**config.mk**
```make
export PLATFORM = sky130hd
export DESIGN_NAME = mmbd_ram
export DESIGN_NICKNAME = d
export VERILOG_FILES = /design/src/rtl/mmbd_ram.sv
export SDC_FILE = /design/constraint.sdc
export NUM_CORES = 2
export LEC_CHECK = 0
export ABC_AREA = 0
export BUFFER_PORTS_ARGS = -buffer_cell sky130_fd_sc_hd__buf_2
export CAP_MARGIN = 20
export CORE_MARGIN = 5
export CORE_UTILIZATION = 45
export CTS_CLUSTER_SIZE = 30
export DETAILED_ROUTE_END_ITERATION = 8
export PLACE_DENSITY_LB_ADDON = 0.25
export SYNTH_ARGS = -nofsm -noshare
export SYNTH_HDL_FRONTEND = slang
export SYNTH_SLANG_ARGS = --single-unit
```
**constraint.sdc**
```tcl
create_clock -name i_clk -period 2.6 [get_ports i_clk]
set_clock_uncertainty 0.2 [all_clocks]
set_input_delay 0.52 -clock i_clk [delete_from_list [all_inputs] [get_ports i_clk]]
set_output_delay 0.52 -clock i_clk [all_outputs]
set_load 0.02 [all_outputs]
```
**src/rtl/mmbd_ram.sv**
```systemverilog
// Generic simple dual-port RAM with one write port and one registered read port.
// Depends on nothing.
module mmbd_ram #(
    parameter  int DEPTH = 512,
    parameter  int DW    = 8,
    localparam int AW    = $clog2(DEPTH)
) (
    input  logic          i_clk,
    input  logic          i_we,
    input  logic [AW-1:0] i_waddr,
    input  logic [DW-1:0] i_wdata,
    input  logic [AW-1:0] i_raddr,
    output logic [DW-1:0] o_rdata
);

    logic [DW-1:0] r_mem [0:DEPTH-1];
    logic [DW-1:0] r_rdata;

    always_ff @(posedge i_clk) begin
        if (i_we) begin
            r_mem[i_waddr] <= i_wdata;
        end
        r_rdata <= r_mem[i_raddr];
    end

    assign o_rdata = r_rdata;

endmodule

```
==> run metrics <==
starting density of the core 0.4507; routability cong. 0.8918; max-cap violations 0; Detailed Routing Iterations Pass 1 6; io pins 36; Synth area leaders edfxtp_1, mux4_2, mux2i_1; CP Launch Type input port; Slew Limit Fails 0; # nets final 9684; hold_ws 136.0 ps; Seq cells post-synth 4104; fmax 350.1 MHz; highest net fanout along the worst path 22; critical path type input port to flip-flop; Final min period 2857 ps; average wire per standard cell 29.90 um; Leak 64.85 nW; initial DRC count 10110; Fin. Hold Viols 0; worst path required time 3300 ps; R2R depth 8; # rows 219; ratio of cells with drive above 1 in the final layout 0.3145; Die W 606.2 um; ys flop type edfxtp_1; Post-synth top cells edfxtp_1, mux2i_1, mux4_2; Setup Viol. Count Final 6; DR vias/cell 5.912; die area 0.3674 sq mm; clk slew on worst S/H paths 60 ps; kind of end point of the critical path flip-flop; Max Root-Sink Buffers 4; Netlist cell types 51; clock sinks 4104; Die Y 606.2 um; cell area after synthesis 0.1599 sq mm; Post-Place Setup Slack -2000 ps; Post-synth ARST share 0; largest net degree at the start of global routing 117; Port-buffer cells 35; Hold Crit Class input port to flip-flop; drt drc 0; Hold Path Depth 4; final period utilization 1.099; PwrDens 722.9 mW/mm^2; CTS buffer count 409; share of the synthesized area in the top cell type 0.7691; total grt overflow 0; first-pass GRT wire length 629000 um; CP Data Arrival Time 3560 ps; outcome finished, violations left; vias in the first global route 87270; via count 87250; TritonCTS clock tree built; Post-DP HPWL 289200 um; final setup margin -256.6 ps; Reg2Reg Setup Slack -240 ps; Worst Tran Pin Value 962.4 ps; Mean Syn Cell Area 19.92 sq um; initial antenna violation count 23; count leader, synth edfxtp_1; Area Overhead vs Synth 21.01%; clk_lat worst skew 970 ps; number of routed nets with antenna violations 0; Clock Tree Root clkbuf_16; core area 0.3548 sq mm; sequential area share after synthesis 0.7701; failing checks setup timing; Yosys top cell by area edfxtp_1; WL final 441200 um; Slew headroom 0.3574; Global Route Usage Sum 0.2353; Post-synth EDFFs 4096; maximum vdd ir drop 0.5229 mV; H-tree levels 5; Mapped Nets 8058; Synthesis Warnings 0; instance count of the mapped netlist 8030; Layout fillers 26920; unrepaired setup endpoints after global routing yes
## final cells by class
cell class	instances	area (sq um)	share of cell area
antenna	16	40.04	0.0002069
clock buffer	487	10730	0.05543
clock inverter	260	2609	0.01348
inverter	3	18.77	0.00009698
multi-input combinational	3410	35020	0.1810
sequential	4104	123200	0.6364
tap	4751	5944	0.03072
timing repair buffer	1728	16000	0.08269
## cells by family (layout without fill, tap and decap cells)
| logic type | Yosys count | in the layout | share of synthesized area |
|---|---|---|---|
| compound gates | 979 | 979 | 0.04313 |
| buf+inv | 516 | 2478 | 0.01849 |
| flops | 4104 | 4104 | 0.7701 |
| mux | 1451 | 1451 | 0.1420 |
| other cells | 0 | 16 | 0 |
| simple gates | 980 | 980 | 0.02631 |
## state kept, by name, indices dropped and copies added, names as in the netlist
| signal | count |
|---|---|
| o_rdata | 8 |
| r_mem | 4096 |
## where the power goes
part | switching, mW | leakage [nW] | internal [mW]
clock network | 24.9 | 6.54 | 33.8
logic | 5.00 | 21.4 | 3.17
registers | 0.0928 | 36.9 | 72.8
## repair_timing
action                                  CTS  global route
gates resized for setup                 106           101
hold buffers                              9             0
hold endpoints to repair                708             0
buffers inserted                         13            21
endpoints found under the setup margin    9             8
pin swaps                                26            38
gates cloned                              4             4
## critical path, stage by stage
cell and delay, ps:
buf_8 150, or2_4 270, buf_12 170, buf_12 160, buf_12 170, o221ai_4 240, a21oi_1 140, nor4_4 430
buf_4 210, nand4_1 400, nor4_2 410, o2111a_1 230
## metal layers
metal,global-route usage,share of wire,vias to the layer above
met3,0.03816,0.082,731
met5,0,0,-
met1,0.3312,0.40,45710
li1,-,-,36750
met2,0.3799,0.48,4054
met4,0.07344,0.036,0
## cell usage in the layout, fill, tap and decap left out, types with 9 or more instances in the layout
master,Yosys,routed
nand4_1,32,32
clkinv_1,0,87
nor4_2,0,15
bufinv_16,0,44
nor2_1,597,594
nand3_1,36,30
buf_8,11,10
nor4_1,36,10
a21oi_1,194,175
edfxtp_1,4096,4096
mux2i_1,797,790
nor4_4,0,11
clkbuf_16,0,420
a211oi_1,17,17
buf_4,70,1450
nor3_1,109,96
nor3_2,0,11
nand2_1,111,93
o221ai_1,371,321
o31ai_1,13,11
dlygate4sd3_1,0,9
buf_12,5,210
mux4_2,654,654
o21ai_0,118,101
diode_2,0,16
clkinvlp_4,0,13
o221ai_2,1,43
o22ai_1,163,160
and2_1,20,19
nand2_4,0,12
a22oi_1,61,60
clkbuf_1,265,66
buf_2,57,24
o21ai_1,1,15
buf_6,64,9
a21oi_2,0,16
clkinv_2,0,90
## metrics by stage
step	TNS [ps]	cell area, sq um	utilization	total power [mW]	std cells
floorplan	0	160000	-	77.81	8030
global placement	-14910	178400	0.5028	82.10	13950
detailed placement	-13340	178400	0.5028	82.21	13950
CTS	-334.6	192700	0.5429	140.6	14720
global route	-639.7	193500	0.5453	143.9	14750
finish	-593.8	193500	0.5454	139.9	14760
## worst paths after layout
path,startpoint,end
max,i_raddr[1],o_rdata[4]
min,i_waddr[0],r_mem[187][6]
max reg2reg,r_mem[265][4],o_rdata[4]
min reg2reg,r_mem[152][4],o_rdata[4]
(Power assumes the default switching activity.)
