## src/rtl/mmbd_pkg.sv

```systemverilog
// Package for the memory map bus decoder: word types, operation codes,
// address map constants and memory sizes. Depends on nothing.
package mmbd_pkg;

    typedef enum logic [1:0] {
        OP_READ      = 2'd0,
        OP_CPU_WRITE = 2'd1,
        OP_HW_WRITE  = 2'd2,
        OP_ROM_LOAD  = 2'd3
    } t_op;

    typedef struct packed {
        t_op         operation;
        logic [15:0] address;
        logic [7:0]  data;
    } t_in_word;

    typedef struct packed {
        logic [7:0] read_data;
        logic       serial_valid;
        logic [7:0] serial_byte;
    } t_out_word;

    typedef enum logic [1:0] {
        RG_NONE = 2'd0,
        RG_MAIN = 2'd1,
        RG_HIGH = 2'd2
    } t_region;

    typedef enum logic {
        ST_CLEAR = 1'b0,
        ST_RUN   = 1'b1
    } t_state;

    localparam logic [15:0] ADDR_ROM_HI    = 16'h7FFF;
    localparam logic [15:0] ADDR_VRAM_LO   = 16'h8000;
    localparam logic [15:0] ADDR_WRAM_HI   = 16'hDFFF;
    localparam logic [15:0] ADDR_OAM_LO    = 16'hFE00;
    localparam logic [15:0] ADDR_OAM_HI    = 16'hFE9F;
    localparam logic [15:0] ADDR_IO_LO     = 16'hFF00;
    localparam logic [15:0] ADDR_IO_HI     = 16'hFF7F;
    localparam logic [15:0] ADDR_HRAM_HI   = 16'hFFFE;
    localparam logic [15:0] ADDR_DIV       = 16'hFF04;
    localparam logic [15:0] ADDR_SB        = 16'hFF01;
    localparam logic [15:0] ADDR_SC        = 16'hFF02;
    localparam logic [7:0]  SC_START       = 8'h81;

    localparam int          MAIN_DEPTH     = 57344;
    localparam int          MAIN_AW        = 16;
    localparam int          HIGH_DEPTH     = 512;
    localparam int          HIGH_AW        = 9;
    localparam logic [15:0] CLEAR_LAST     = 16'hDFFF;

    typedef struct packed {
        logic                main_we;
        logic [MAIN_AW-1:0]  main_addr;
        logic                high_we;
        logic [HIGH_AW-1:0]  high_waddr;
        logic [7:0]          high_wdata;
        logic [HIGH_AW-1:0]  high_raddr;
    } t_mem_ctl;

    typedef struct packed {
        logic    is_read;
        t_region region;
        logic    serial;
    } t_result_sel;

endpackage

```

## src/rtl/mmbd_decode.sv

```systemverilog
// Address and operation decode: memory strobes, addresses and write data,
// and the selection that shapes the result word. Depends on mmbd_pkg.
module mmbd_decode (
    input  mmbd_pkg::t_in_word    i_word,
    output mmbd_pkg::t_mem_ctl    o_ctl,
    output mmbd_pkg::t_result_sel o_sel
);

    logic in_main;
    logic in_vram_wram;
    logic in_rom;
    logic in_oam;
    logic in_io;
    logic in_hram;
    logic serial;

    always_comb begin
        in_rom       = i_word.address <= mmbd_pkg::ADDR_ROM_HI;
        in_main      = i_word.address <= mmbd_pkg::ADDR_WRAM_HI;
        in_vram_wram = i_word.address inside
                       {[mmbd_pkg::ADDR_VRAM_LO:mmbd_pkg::ADDR_WRAM_HI]};
        in_oam       = i_word.address inside
                       {[mmbd_pkg::ADDR_OAM_LO:mmbd_pkg::ADDR_OAM_HI]};
        in_io        = i_word.address inside
                       {[mmbd_pkg::ADDR_IO_LO:mmbd_pkg::ADDR_IO_HI]};
        in_hram      = i_word.address inside
                       {[mmbd_pkg::ADDR_IO_LO:mmbd_pkg::ADDR_HRAM_HI]};
        serial       = (i_word.operation == mmbd_pkg::OP_CPU_WRITE)
                       && (i_word.address == mmbd_pkg::ADDR_SC)
                       && (i_word.data == mmbd_pkg::SC_START);

        o_ctl.main_addr  = i_word.address[mmbd_pkg::MAIN_AW-1:0];
        o_ctl.high_waddr = i_word.address[mmbd_pkg::HIGH_AW-1:0];
        o_ctl.high_wdata = i_word.data;
        o_ctl.high_raddr = serial ? mmbd_pkg::ADDR_SB[mmbd_pkg::HIGH_AW-1:0]
                                  : i_word.address[mmbd_pkg::HIGH_AW-1:0];
        o_ctl.main_we    = 1'b0;
        o_ctl.high_we    = 1'b0;

        o_sel.is_read = 1'b0;
        o_sel.region  = mmbd_pkg::RG_NONE;
        o_sel.serial  = serial;

        case (i_word.operation)
            mmbd_pkg::OP_READ: begin
                o_sel.is_read = 1'b1;
                if (in_main) begin
                    o_sel.region = mmbd_pkg::RG_MAIN;
                end else if (in_oam || in_hram) begin
                    o_sel.region = mmbd_pkg::RG_HIGH;
                end
            end
            mmbd_pkg::OP_CPU_WRITE: begin
                o_ctl.main_we = in_vram_wram;
                o_ctl.high_we = in_oam || in_hram;
                if (i_word.address == mmbd_pkg::ADDR_DIV || serial) begin
                    o_ctl.high_wdata = 8'h00;
                end
            end
            mmbd_pkg::OP_HW_WRITE: begin
                o_ctl.high_we = in_io;
            end
            mmbd_pkg::OP_ROM_LOAD: begin
                o_ctl.main_we = in_rom;
            end
            default: begin
                o_ctl.main_we = 1'b0;
            end
        endcase
    end

endmodule

```

## config.mk

```make
export PLATFORM = sky130hd
export DESIGN_NAME = mmbd_decode
export DESIGN_NICKNAME = d
export VERILOG_FILES = /design/src/rtl/mmbd_pkg.sv /design/src/rtl/mmbd_decode.sv
export SDC_FILE = /design/constraint.sdc
export NUM_CORES = 1
export LEC_CHECK = 0
export BUFFER_PORTS_ARGS = -buffer_cell sky130_fd_sc_hd__buf_2
export CAP_MARGIN = 40
export CORE_MARGIN = 5
export CORE_UTILIZATION = 32
export DETAILED_ROUTE_END_ITERATION = 16
export PLACE_DENSITY = 0.82
export SYNTH_ARGS = -nofsm -noshare
export SYNTH_HDL_FRONTEND = slang
export SYNTH_SLANG_ARGS = --single-unit
```

## constraint.sdc

```tcl
create_clock -name vclk -period 1.3
set_input_delay 0.13 -clock vclk [all_inputs]
set_output_delay 0.13 -clock vclk [all_outputs]
set_load 0.05 [all_outputs]
```

==> results.cfg <==
[power]
power.switching_uw = 421
p_sw_share_pct = 66.7
p_comb_share_pct = 100.0
p_int_uw = 210
power_density_nw_per_um2 = 470
clock_power_share_pct = 0
irDropWorstVdd_mv = 0.366
p_seq_share_pct = 0
finalPower_uw = 631
cellLeakagePower_nw = 0.679

[timing]
finalHoldViolations = 0
period_share_pct = 127
report.final.slew_viol_count = 0
rsz0062_at_grt = yes
setup_viol = 13
max_freq_ghz = 0.604
worst_slew_pin_slew_ns = 0.400
period_minus_slack_ns = 1.65
slew_headroom_pct = 73.2
layout_setup_ws_ns = -0.355

[floorplanning]
io_pins = 74
dieArea_sq_um = 2900
coreArea_sq_um = 1780
die_h_um = 53.9
die_width_um = 53.9
start_util_pct = 34.5
fp-row-count = 15

[worst_setup_path]
cp_cell_sequence = buf_12 -> inv_12 -> ha_4 -> or4bb_4 -> nor4_4 -> o22ai_1 -> buf_4
crit_end = o_ctl[9]
slowest_delay_ns = 0.46
worstPathMaxFanout = 2
worstPathArrival_ns = 1.52
end_kind = primary output
cp_slowest_cell = or4bb_4
required_ns = 1.17
start_kind = input pin
critPathKind = input pin to primary output
cp-startpoint = i_word[25]

[placement]
pre_cts_ws_ns = -0.422
port_buffers = 74
dp_hpwl_um = 1930
gp_congestion = 0.704

[synth]
synth_fp_nets = 113
yosys_warnings = 0
ys_seq_area_share_pct = 0
avgSynthCellArea_sq_um = 7.42
synth_top_area_cell = buf_4
synth_top_area_share_pct = 31.7
synth.cell_area_sq_um = 616
synthTopCellsByArea = buf_4 (32%), a21boi_0 (8.5%), ha_1 (8.1%), clkbuf_1 (3.7%), inv_1 (3.7%)
synthCells = 83
yosysUniqueCellTypes = 32

[grt]
grt_max_degree = 7
grt_pass1_vias = 898
grt_usage_pct = 17.0
grt_pass1_wl_um = 3770
antenna_found_initial = 0
overflow = 0

[finish]
drive_gt1_share_pct = 87.5
n_sequential_cell = 0
layout_commonest_cell = buf_2
final_cell_mix = buf_2 (56), buf_4 (27), buf_6 (17)
num-nets-final = 184
clkbuf_count = 0
antennaDiodeCount = 0
area_growth_pct = 118
register_area_sq_um = 0

[routing]
wl_met3_um = 203
drc = 0
wirelength_um = 2680
wl_met2_um = 1580
vias = 862
met1Wirelength_um = 885
top_layer_used = met4
vias_per_cell = 4.87
postRouteAntennaNets = 0
dr.pass1.iters = 3
first_iter_violations = 6
wl_per_cell_um = 15.1

[status]
status = complete, but fails checks
violations = setup timing

[job]
cap_violations = 0

[worst_hold_path]
hp-class = input pin to primary output
-- layer usage --
metal  GRT usage, %  up-vias
li1               -      404
met1           17.8      408
met2           35.5       48
met3           1.39        2
met4           2.98        0
met5              0        -
-- what timing repair did --
item,4_1_cts,5_1_grt
hold buffers,0,0
gates cloned,1,0
setup buffers,4,2
gates resized for setup,32,25
pin swaps,9,5
setup endpoints to repair,13,13
-- synth_stat cells (all sizes together) --
cell / count
a2111oi: 2
a21boi: 7
a21o: 1
a21oi: 1
a31oi: 1
and2: 1
buf: 26
clkbuf: 6
dlygate4sd3: 1
ha: 4
inv: 6
mux2i: 1
nand2: 2
nand2b: 2
nand3: 2
nand4: 2
nand4b: 1
nand4bb: 1
nor2: 1
nor2b: 1
nor3: 1
nor4: 2
nor4b: 2
o221ai: 1
o22ai: 3
or2: 1
or4: 1
or4b: 2
or4bb: 1
-- worst min path at each step --
stage,endpoint,from,depth (start not counted),slack [ns]
after floorplan,o_sel[2],i_word[15],1,0.38
after global placement,o_ctl[38],i_word[19],2,0.56
after detailed placement,o_ctl[36],i_word[17],2,0.56
after CTS,o_ctl[36],i_word[17],2,0.56
after global routing,o_ctl[39],i_word[20],2,0.57
final,o_ctl[36],i_word[17],2,0.56
-- metrics by stage --
stage / area, sq um / instances / hold WS, ns / TNS, ns / utilization, %
floorplan: 721 / 83 / 0.385 / -3.41 / -
global placement: 1050 / 170 / 0.563 / -3.85 / 59.0
detailed placement: 1050 / 170 / 0.564 / -4.26 / 59.0
CTS: 1210 / 175 / 0.565 / -3.25 / 67.9
global route: 1340 / 177 / 0.571 / -3.60 / 75.4
finish: 1340 / 177 / 0.563 / -2.83 / 75.4
-- kinds of logic (layout without fill, tap and decap cells) --
group | Yosys count | count (layout) | synth area share [%]
compound gates | 16 | 16 | 18.9
fa+ha+maj | 4 | 4 | 8.13
buf+inv | 39 | 108 | 40.7
mux | 1 | 1 | 1.63
simple gates | 23 | 23 | 30.7
-- power groups by stage --
stage          registers [mW]  clock network, mW  logic (mW)
2_1_floorplan               0                  0       0.418
3_3_place_gp                0                  0       0.540
3_5_place_dp                0                  0       0.547
4_1_cts                     0                  0       0.591
5_1_grt                     0                  0       0.659
6_report                    0                  0       0.631
-- area by class of cell --
class,instances,area [sq um]
fill,124,439
inverter,6,37.5
multi-input combinational,44,566
tap,25,31.3
timing repair buffer,102,709
-- critical path: cells and delay by family --
| kind | cells | cell delay, ns |
|---|---|---|
| AND/OR/NAND/NOR | 2 | 0.78 |
| AO/OA/AOI/OAI | 1 | 0.14 |
| adder cells (fa/ha/maj) | 1 | 0.11 |
| buffers and inverters | 3 | 0.36 |
Note: power is estimated with default switching activity, not from simulation.
